File: config.mk
export PLATFORM = sky130hd
export DESIGN_NAME = huffman_code_builder_core
export DESIGN_NICKNAME = d
export VERILOG_FILES = /design/src/design/hcb_pkg.sv /design/src/design/hcb_node_ram.sv /design/src/design/hcb_ctrl.sv /design/src/design/huffman_code_builder_core.sv
export SDC_FILE = /design/constraint.sdc
export NUM_CORES = 2
export LEC_CHECK = 0
export BUFFER_PORTS_ARGS = -buffer_cell sky130_fd_sc_hd__buf_2
export CAP_MARGIN = 20
export CORE_MARGIN = 10
export CORE_UTILIZATION = 35
export DETAILED_ROUTE_END_ITERATION = 12
export HOLD_SLACK_MARGIN = 0.15
export SLEW_MARGIN = 20
export SYNTH_ARGS = -nofsm -noshare
export SYNTH_HDL_FRONTEND = slang
export SYNTH_SLANG_ARGS = --single-unit
File: constraint.sdc
create_clock -name clock -period 15.9 [get_ports clock]
set_input_delay 2.385 -clock clock [delete_from_list [all_inputs] [get_ports clock]]
set_output_delay 2.385 -clock clock [all_outputs]
set_load 0.05 [all_outputs]
File: src/design/hcb_pkg.sv
// hcb_pkg: shared constants and types for the huffman code builder
// depends on nothing

package hcb_pkg;

   localparam int MAX_SYMBOLS = 32;
   localparam int WEIGHT_BITS = 16;
   localparam int NODE_COUNT  = 2 * MAX_SYMBOLS - 1;
   localparam int NODE_BITS   = $clog2(NODE_COUNT + 1);
   localparam int SUM_BITS    = WEIGHT_BITS + $clog2(MAX_SYMBOLS) + 1;
   localparam int LEN_BITS    = $clog2(NODE_COUNT + 1);

   typedef logic [NODE_BITS-1:0] node_idx_type;
   typedef logic [SUM_BITS-1:0]  sum_type;

   // one node entry in the node memory
   typedef struct packed {
      sum_type      weight;
      node_idx_type parent;
      node_idx_type left;
      logic         used;
   } node_type;

   typedef enum logic [3:0] {
      ST_LOAD,
      ST_CLEAR,
      ST_SCAN,
      ST_SCAN_LAST,
      ST_MARK,
      ST_MERGE,
      ST_WALK,
      ST_WALK_WAIT,
      ST_EMIT
   } state_type;

   // memory port request
   typedef struct packed {
      logic         we;
      node_idx_type waddr;
      node_type     wdata;
      node_idx_type raddr;
   } mem_req_type;

endpackage

File: src/design/hcb_node_ram.sv
// hcb_node_ram: node store, one write and one registered read port
// depends on hcb_pkg

module hcb_node_ram (
   input  logic                clock,
   input  hcb_pkg::mem_req_type req,
   output hcb_pkg::node_type    rdata
);
   import hcb_pkg::*;

   node_type mem [NODE_COUNT];

   always_ff @(posedge clock) begin
      if (req.we) begin
         mem[req.waddr[NODE_BITS-1:0]] <= req.wdata;
      end
      rdata <= mem[req.raddr];
   end

endmodule

File: src/design/hcb_ctrl.sv
// hcb_ctrl: load, clear, merge scan and code walk sequencer
// depends on hcb_pkg, drives hcb_node_ram

module hcb_ctrl (
   input  logic                      clock,
   input  logic                      reset,
   input  logic [5:0]                symbol_count,
   input  logic                      in_valid,
   output logic                      in_ready,
   input  logic [15:0]               in_weight,
   output logic                      out_valid,
   input  logic                      out_ready,
   output logic [4:0]                out_index,
   output logic [30:0]               out_code,
   output logic [4:0]                out_len,
   output logic                      out_last,
   output hcb_pkg::mem_req_type      mreq,
   input  hcb_pkg::node_type         mrd
);
   import hcb_pkg::*;

   state_type    state_ff, state_in;
   node_idx_type n_ff, n_in;          // symbols in this set
   node_idx_type loaded_ff, loaded_in;
   node_idx_type k_ff, k_in;          // next node to create
   node_idx_type scan_ff, scan_in;    // address issued this cycle
   node_idx_type best_ff, best_in;
   sum_type      bestw_ff, bestw_in;
   logic         found_ff, found_in;
   logic         second_ff, second_in;
   node_idx_type a_ff, a_in;
   sum_type      aw_ff, aw_in;
   node_idx_type sym_ff, sym_in;
   node_idx_type cur_ff, cur_in;
   logic [30:0]  code_ff, code_in;
   logic [LEN_BITS-1:0] len_ff, len_in;
   logic         ovalid_ff, ovalid_in;
   logic [4:0]   oidx_ff, oidx_in;
   logic [30:0]  ocode_ff, ocode_in;
   logic [4:0]   olen_ff, olen_in;
   logic         olast_ff, olast_in;
   node_idx_type rd_addr_ff;          // address of data on mrd

   node_idx_type eff_n;
   logic         bit_val;

   always_comb begin
      eff_n = node_idx_type'(symbol_count);
      if (symbol_count == 6'd0) eff_n = node_idx_type'(1);
      if (symbol_count > 6'(MAX_SYMBOLS)) eff_n = node_idx_type'(MAX_SYMBOLS);
   end

   always_ff @(posedge clock) begin
      if (reset) begin
         state_ff  <= ST_LOAD;
         loaded_ff <= '0;
         ovalid_ff <= 1'b0;
      end else begin
         state_ff  <= state_in;
         loaded_ff <= loaded_in;
         ovalid_ff <= ovalid_in;
      end
      n_ff <= n_in; k_ff <= k_in; scan_ff <= scan_in; best_ff <= best_in;
      bestw_ff <= bestw_in; found_ff <= found_in; second_ff <= second_in;
      a_ff <= a_in; aw_ff <= aw_in; sym_ff <= sym_in; cur_ff <= cur_in;
      code_ff <= code_in; len_ff <= len_in; oidx_ff <= oidx_in;
      ocode_ff <= ocode_in; olen_ff <= olen_in; olast_ff <= olast_in;
      rd_addr_ff <= mreq.raddr;
   end

   assign in_ready  = (state_ff == ST_LOAD);
   assign out_valid = ovalid_ff;
   assign out_index = oidx_ff;
   assign out_code  = ocode_ff;
   assign out_len   = olen_ff;
   assign out_last  = olast_ff;
   assign bit_val   = (mrd.left != cur_ff);

   always_comb begin
      state_in = state_ff; n_in = n_ff; loaded_in = loaded_ff; k_in = k_ff;
      scan_in = scan_ff; best_in = best_ff; bestw_in = bestw_ff;
      found_in = found_ff; second_in = second_ff; a_in = a_ff; aw_in = aw_ff;
      sym_in = sym_ff; cur_in = cur_ff; code_in = code_ff; len_in = len_ff;
      ovalid_in = ovalid_ff && !out_ready;
      oidx_in = oidx_ff; ocode_in = ocode_ff; olen_in = olen_ff;
      olast_in = olast_ff;
      mreq = '0;
      mreq.raddr = scan_ff;
      unique case (state_ff)
         ST_LOAD: begin
            if (in_valid) begin
               if (loaded_ff >= eff_n) loaded_in = node_idx_type'(1);
               else loaded_in = loaded_ff + node_idx_type'(1);
               mreq.we = 1'b1;
               mreq.waddr = (loaded_ff >= eff_n) ? '0 : loaded_ff;
               mreq.wdata.weight = sum_type'(in_weight[WEIGHT_BITS-1:0]);
               if (loaded_in == eff_n) begin
                  loaded_in = '0;
                  n_in = eff_n;
                  scan_in = '0;
                  state_in = ST_CLEAR;
               end
            end
         end
         ST_CLEAR: begin
            // weights kept, link fields and used flag reset, one leaf per cycle
            mreq.raddr = scan_ff;
            scan_in = scan_ff + node_idx_type'(1);
            if (scan_ff != '0) begin
               mreq.we = 1'b1;
               mreq.waddr = scan_ff - node_idx_type'(1);
               mreq.wdata = mrd;
               mreq.wdata.parent = '0;
               mreq.wdata.left = '0;
               mreq.wdata.used = 1'b0;
            end
            if (scan_ff == n_ff) begin
               k_in = n_ff; second_in = 1'b0; found_in = 1'b0;
               scan_in = '0;
               state_in = (n_ff == node_idx_type'(1)) ? ST_WALK : ST_SCAN;
               sym_in = '0;
            end
         end
         ST_SCAN, ST_SCAN_LAST: begin
            // read issued last cycle for scan_ff-1
            if (state_ff == ST_SCAN_LAST || scan_ff != '0) begin
               if (!mrd.used && (!found_ff || mrd.weight < bestw_ff)) begin
                  found_in = 1'b1; best_in = rd_addr_ff; bestw_in = mrd.weight;
               end
            end
            if (state_ff == ST_SCAN_LAST) begin
               state_in = ST_MARK;
               mreq.raddr = best_in;
            end else begin
               scan_in = scan_ff + node_idx_type'(1);
               mreq.raddr = scan_ff;
               if (scan_ff == k_ff - node_idx_type'(1)) state_in = ST_SCAN_LAST;
            end
         end
         ST_MARK: begin
            // mrd holds best entry; set used and record parent
            mreq.we = 1'b1;
            mreq.waddr = best_ff;
            mreq.wdata = mrd;
            mreq.wdata.used = 1'b1;
            mreq.wdata.parent = k_ff;
            found_in = 1'b0;
            scan_in = '0;
            if (!second_ff) begin
               a_in = best_ff; aw_in = bestw_ff; second_in = 1'b1;
               state_in = ST_SCAN;
            end else begin
               state_in = ST_MERGE;
            end
         end
         ST_MERGE: begin
            mreq.we = 1'b1;
            mreq.waddr = k_ff;
            mreq.wdata.weight = aw_ff + bestw_ff;
            mreq.wdata.left = a_ff;
            mreq.wdata.parent = '0;
            mreq.wdata.used = 1'b0;
            second_in = 1'b0;
            k_in = k_ff + node_idx_type'(1);
            if (k_in == (n_ff << 1) - node_idx_type'(1)) begin
               sym_in = '0;
               state_in = ST_WALK;
            end else begin
               state_in = ST_SCAN;
            end
         end
         ST_WALK: begin
            // start a symbol: read its leaf
            cur_in = sym_ff; code_in = '0; len_in = '0;
            mreq.raddr = sym_ff;
            state_in = ST_WALK_WAIT;
         end
         ST_WALK_WAIT: begin
            // mrd = entry of cur; read its parent next
            if (rd_addr_ff == cur_ff) begin
               if (mrd.parent == '0 || n_ff == node_idx_type'(1)) begin
                  state_in = ST_EMIT;
               end else begin
                  mreq.raddr = mrd.parent;
               end
            end else begin
               // mrd = parent entry, cur is its child
               code_in = code_ff | (31'(bit_val) << len_ff[4:0]);
               len_in = len_ff + LEN_BITS'(1);
               cur_in = rd_addr_ff;
               if (mrd.parent == '0) state_in = ST_EMIT;
               else mreq.raddr = mrd.parent;
            end
         end
         ST_EMIT: begin
            if (!ovalid_ff || out_ready) begin
               ovalid_in = 1'b1;
               oidx_in = sym_ff[4:0];
               ocode_in = code_ff;
               olen_in = len_ff[4:0];
               olast_in = (sym_ff + node_idx_type'(1) == n_ff);
               sym_in = sym_ff + node_idx_type'(1);
               state_in = olast_in ? ST_LOAD : ST_WALK;
            end
         end
         default: state_in = ST_LOAD;
      endcase
   end

endmodule

File: src/design/huffman_code_builder_core.sv
// huffman_code_builder_core: top level, config register and wiring
// depends on hcb_pkg, hcb_ctrl, hcb_node_ram
//
// channel | direction | transfer
// req     | in        | one symbol weight
// rsp     | out       | one code per symbol, in symbol order
// csr     | in        | symbol count write
//
// a weight that does not finish a set is only written to the node memory
// the finishing weight starts a build: the leaves are cleared, then per merge
// two scans each followed by a mark step, then one merge step,
// all through the one node memory port
// then per symbol a walk from its leaf up to the root, and one emit step
// reset is synchronous; a stalled rsp holds the walk in its emit step

module huffman_code_builder_core (
   input  logic        clock,
   input  logic        reset,
   input  logic        csr_write_enable,
   input  logic [5:0]  csr_write_data,
   input  logic        req_valid,
   output logic        req_ready,
   input  logic [15:0] req_symbol_weight,
   output logic        rsp_valid,
   input  logic        rsp_ready,
   output logic [4:0]  rsp_symbol_index,
   output logic [30:0] rsp_code_bits,
   output logic [4:0]  rsp_code_length,
   output logic        rsp_last_code
);
   import hcb_pkg::*;

   logic [5:0]  symbol_count_ff;
   mem_req_type mreq;
   node_type    mrd;

   always_ff @(posedge clock) begin
      if (reset) symbol_count_ff <= 6'd32;
      else if (csr_write_enable) symbol_count_ff <= csr_write_data;
   end

   hcb_ctrl u_ctrl (
      .clock, .reset,
      .symbol_count(symbol_count_ff),
      .in_valid(req_valid), .in_ready(req_ready), .in_weight(req_symbol_weight),
      .out_valid(rsp_valid), .out_ready(rsp_ready),
      .out_index(rsp_symbol_index), .out_code(rsp_code_bits),
      .out_len(rsp_code_length), .out_last(rsp_last_code),
      .mreq, .mrd
   );

   hcb_node_ram u_ram (.clock, .req(mreq), .rdata(mrd));

endmodule

==> metrics.yaml <==
ys.warnings.count: 0
synth-compound-area-share_pct: 9.31
comb_power_share_pct: 43.7
dr.pass1.iters: 8
ioPinCount: 71
clkSinkCount: 2429
layout.cell_area.non_filler_mm2: 0.112
postSynthAreaPerCell_um2: 13.8
hp_start: "u_ctrl.code_ff[29]"
critical_path.startpoint_type: "register"
path_max_fanout: 121
cts-buffers-inserted: 275
grt_start_max_net_pins: 167
grt_first_pass_wirelength_um: 462000
globalRouteTotalUtil_pct: 20.8
place_congestion: 0.855
final.period_utilization_pct: 49.6
fillerInstances: 25500
synth-edff-count: 2371
place.detailed.hpwl_um: 169000
drt.antenna.violating_nets: 0
timing_max_transition_violations_final: 0
path_clk_slew_ns: 0.06
fp.dieW_um: 551
io_buffer_count: 70
skew_ns: 0.0589
clkLatencyLatePin_ns: 0.93
cts_post_setup_buffers_inserted: 0
synth.mux.area_fraction_pct: 1.83
synth_cells: 7157
post_dp_cell_area_mm2: 0.104
die-height_um: 551
synthAdderAreaFrac_pct: 0.757
status: "complete, no violations"
total_leakage_power_nw: 38.8
hold_violations: 0
layout_setup_ws_ns: 8.01
hold-path-endpoint: "u_ctrl.out_code[29]"
internal-power_w: 0.0140
htree_levels: 5
floorplan.initialDensity_pct: 35.2
period_needed_ns: 7.89
post-route-drc-count: 0
power_density_mw_per_mm2: 222
tightestPinTransition_ns: 1.21
final.setup.tns_ns: 0
drt_iter0_markers: 9596
clock_tree_root_driver_cell: "sky130_fd_sc_hd__clkbuf_16"
worst-r2r-setup-slack_ns: 8.01
power.share.switching_pct: 43.8
worst_r2r_endpoint: "u_ram.rdata[22]"
holdPathStages: 0
cts_buffer_depth: 4
drive_gt1_share_pct: 11.4
worst-endpoint-required_ns: 16.59
timing.slew.headroom_pct: 17.3
hp-class: "register to register"
grt_antenna_before_repair: 19
synth_xor_area_share_pct: 0.746
post_synth_and_or_nand_nor_area_fraction_pct: 11.5
yosys_most_used_dff: "sky130_fd_sc_hd__edfxtp_1"
critical_path.endpoint_type: "register"
post_synth_instance_area_mm2: 0.0986
placementRows: 194
cts_resized: 0
synth_cell_types: 95
route.detailed.wl_per_inst_um: 29.5
cts_tree: "done"
area_growth_syn_to_layout_pct: 14.0
design.core.area_mm2: 0.280
mappedNetlistNets: 7243
clockPowerShare_pct: 24.1
globalRouteOverflowTotal: 0
main_combinational_cell_family_by_area_after_synthesis: "simple AND/OR/NAND/NOR gates"
detail_route.vias_per_cell: 5.90
finish.net_count: 7277
number_of_global_route_vias_before_repair: 62000
vias: 65600
synth.ff_latch_count: 2429
seqPwrFrac_pct: 32.2
net-switching-power_w: 0.0109
rsz_0062_raised_after_global_routing: "false"
design.die.area_mm2: 0.303
worst-setup-path-type: "register to register"
timing.critical_path.arrival_ns: 8.57
ir_worst_vdd_mv: 0.250
max_cap_violations: 0
postSynth.asyncResetShare_pct: 0
timing.reg2reg.worst_path_depth: 17
crit-reg2reg-launch: "u_ctrl.bestw_ff[21]"
post_cts_hold_buffer_count: 0
pre_cts_ws_ns: 8.02
drt-total-wl_um: 328000
share_of_the_yosys_chip_area_belonging_to_registers_pct: 73.4
finalSetupViolCount: 0
fmaxAchievable_mhz: 127
cells in the mapped netlist, types with 22 or more instances:
cell / instances / area [um^2]
sky130_fd_sc_hd__o31ai_1: 29 / 218
sky130_fd_sc_hd__a311oi_1: 28 / 245
sky130_fd_sc_hd__o211a_1: 22 / 220
sky130_fd_sc_hd__inv_1: 68 / 255
sky130_fd_sc_hd__nor3_1: 53 / 265
sky130_fd_sc_hd__mux2i_1: 117 / 1170
sky130_fd_sc_hd__o21ai_0: 177 / 886
sky130_fd_sc_hd__mux2_2: 56 / 631
sky130_fd_sc_hd__nor2_1: 267 / 1000
sky130_fd_sc_hd__xor2_1: 34 / 298
sky130_fd_sc_hd__nand2_1: 1323 / 4970
sky130_fd_sc_hd__buf_1: 106 / 398
sky130_fd_sc_hd__a32o_1: 44 / 440
sky130_fd_sc_hd__buf_2: 153 / 766
sky130_fd_sc_hd__edfxtp_1: 2371 / 71200
sky130_fd_sc_hd__xnor2_1: 50 / 438
sky130_fd_sc_hd__o22ai_1: 33 / 206
sky130_fd_sc_hd__a221oi_1: 33 / 289
sky130_fd_sc_hd__a2111oi_0: 45 / 394
sky130_fd_sc_hd__a31oi_1: 233 / 1460
sky130_fd_sc_hd__o211ai_1: 58 / 435
sky130_fd_sc_hd__nand3_1: 636 / 3180
sky130_fd_sc_hd__a32oi_1: 44 / 385
sky130_fd_sc_hd__a211oi_1: 159 / 1190
sky130_fd_sc_hd__a21oi_1: 114 / 571
sky130_fd_sc_hd__and3_1: 174 / 1090
sky130_fd_sc_hd__a22oi_1: 31 / 233
sky130_fd_sc_hd__dfxtp_1: 58 / 1160
sky130_fd_sc_hd__ha_1: 58 / 726
sky130_fd_sc_hd__o2111ai_1: 32 / 280
sky130_fd_sc_hd__clkbuf_1: 231 / 867
final cells by class:
cell class / count / area, um^2 / share of cell area, %
antenna: 5 / 12.5 / 0.0111
multi-input combinational: 4154 / 24800 / 22.0
timing repair buffer: 259 / 1910 / 1.70
clock buffer: 341 / 7380 / 6.57
tap: 3724 / 4660 / 4.15
sequential: 2429 / 72400 / 64.4
inverter: 72 / 288 / 0.256
clock inverter: 126 / 1010 / 0.903
registers in the layout, indices dropped and copies added (netlist names), 22 cells and up:
name	cells
u_ctrl.aw_ff	22
u_ctrl.out_code	31
u_ctrl.code_ff	31
u_ram.rdata	35
u_ctrl.bestw_ff	22
u_ram.mem	2205
power groups by stage:
stage | registers (W) | clock network, W | logic [W]
floorplan | 0.00806 | 0 | 0.00619
global placement | 0.00815 | 0 | 0.0105
detailed placement | 0.00816 | 0 | 0.0106
CTS | 0.00802 | 0.00607 | 0.0106
global route | 0.00805 | 0.00633 | 0.0114
finish | 0.00804 | 0.00602 | 0.0109
worst max path at each step:
| stage | from | endpoint | slack [ns] | cells past startpoint |
|---|---|---|---|---|
| 5_1_grt | u_ctrl.state_ff[3] | u_ram.rdata[22] | 7.70 | 15 |
| 3_3_place_gp | u_ctrl.bestw_ff[21] | u_ram.rdata[22] | 7.86 | 17 |
| 2_1_floorplan | u_ctrl.state_ff[1] | u_ram.mem[10][0] | 10.12 | 8 |
| 6_report | u_ctrl.bestw_ff[21] | u_ram.rdata[22] | 8.01 | 17 |
| 4_1_cts | u_ctrl.bestw_ff[21] | u_ram.rdata[22] | 7.96 | 17 |
| 3_5_place_dp | u_ctrl.bestw_ff[21] | u_ram.rdata[22] | 8.02 | 17 |
stage by stage:
stage	util, %	hold slack [ns]	total power, W	instances
2_1_floorplan	-	0.422	0.0143	7157
3_3_place_gp	37.1	0.445	0.0186	10600
3_5_place_dp	37.1	0.444	0.0187	10600
4_1_cts	40.1	0.459	0.0247	11100
5_1_grt	40.2	0.481	0.0258	11100
6_report	40.2	0.460	0.0250	11100
kinds of logic (layout without fill, tap and decap cells):
logic type / Yosys count / after routing
simple gates: 2569 / 2569
flops: 2429 / 2429
compound gates: 1269 / 1269
buf+inv: 574 / 798
mux: 173 / 173
xor+xnor: 84 / 84
fa+ha+maj: 59 / 59
other cells: 0 / 5
cell usage in the layout, fill, tap and decap left out, types with 59 or more instances in the layout:
cell type | netlist | final
sky130_fd_sc_hd__nand3_1 | 636 | 634
sky130_fd_sc_hd__a211oi_1 | 159 | 159
sky130_fd_sc_hd__and3_1 | 174 | 174
sky130_fd_sc_hd__nor2_4 | 2 | 68
sky130_fd_sc_hd__edfxtp_1 | 2371 | 2371
sky130_fd_sc_hd__buf_2 | 153 | 70
sky130_fd_sc_hd__inv_1 | 68 | 63
sky130_fd_sc_hd__buf_4 | 11 | 178
sky130_fd_sc_hd__nor2_1 | 267 | 199
sky130_fd_sc_hd__mux2i_1 | 117 | 116
sky130_fd_sc_hd__a31oi_1 | 233 | 233
sky130_fd_sc_hd__nand2_1 | 1323 | 1323
sky130_fd_sc_hd__o21ai_0 | 177 | 161
sky130_fd_sc_hd__a21oi_1 | 114 | 110
sky130_fd_sc_hd__clkbuf_16 | 0 | 284
sky130_fd_sc_hd__clkinv_1 | 1 | 59
worst max-delay path: stages (launching register included):
cell	delay [ns]
sky130_fd_sc_hd__edfxtp_1	0.38
sky130_fd_sc_hd__inv_1	0.06
sky130_fd_sc_hd__ha_1	0.29
sky130_fd_sc_hd__nand4_1	0.21
sky130_fd_sc_hd__nor3_1	0.43
sky130_fd_sc_hd__nor4b_2	0.46
sky130_fd_sc_hd__a21o_1	0.48
sky130_fd_sc_hd__mux2i_4	0.14
sky130_fd_sc_hd__nor2_4	0.19
sky130_fd_sc_hd__buf_4	0.51
sky130_fd_sc_hd__buf_12	0.54
sky130_fd_sc_hd__buf_4	0.73
sky130_fd_sc_hd__buf_4	0.86
sky130_fd_sc_hd__mux2_2	0.43
sky130_fd_sc_hd__o22ai_1	0.13
sky130_fd_sc_hd__a2111oi_0	0.16
sky130_fd_sc_hd__a2111oi_1	0.94
sky130_fd_sc_hd__o32ai_2	0.39
per-layer routing:
layer,vias up,part of all wire (%),GRT usage [%]
met3,778,12,5.51
met5,-,0.019,0
met4,10,5.0,9.19
li1,27500,-,-
met1,33300,39,27.8
met2,3995,44,31.8
Note: power is estimated with default switching activity, not from simulation.
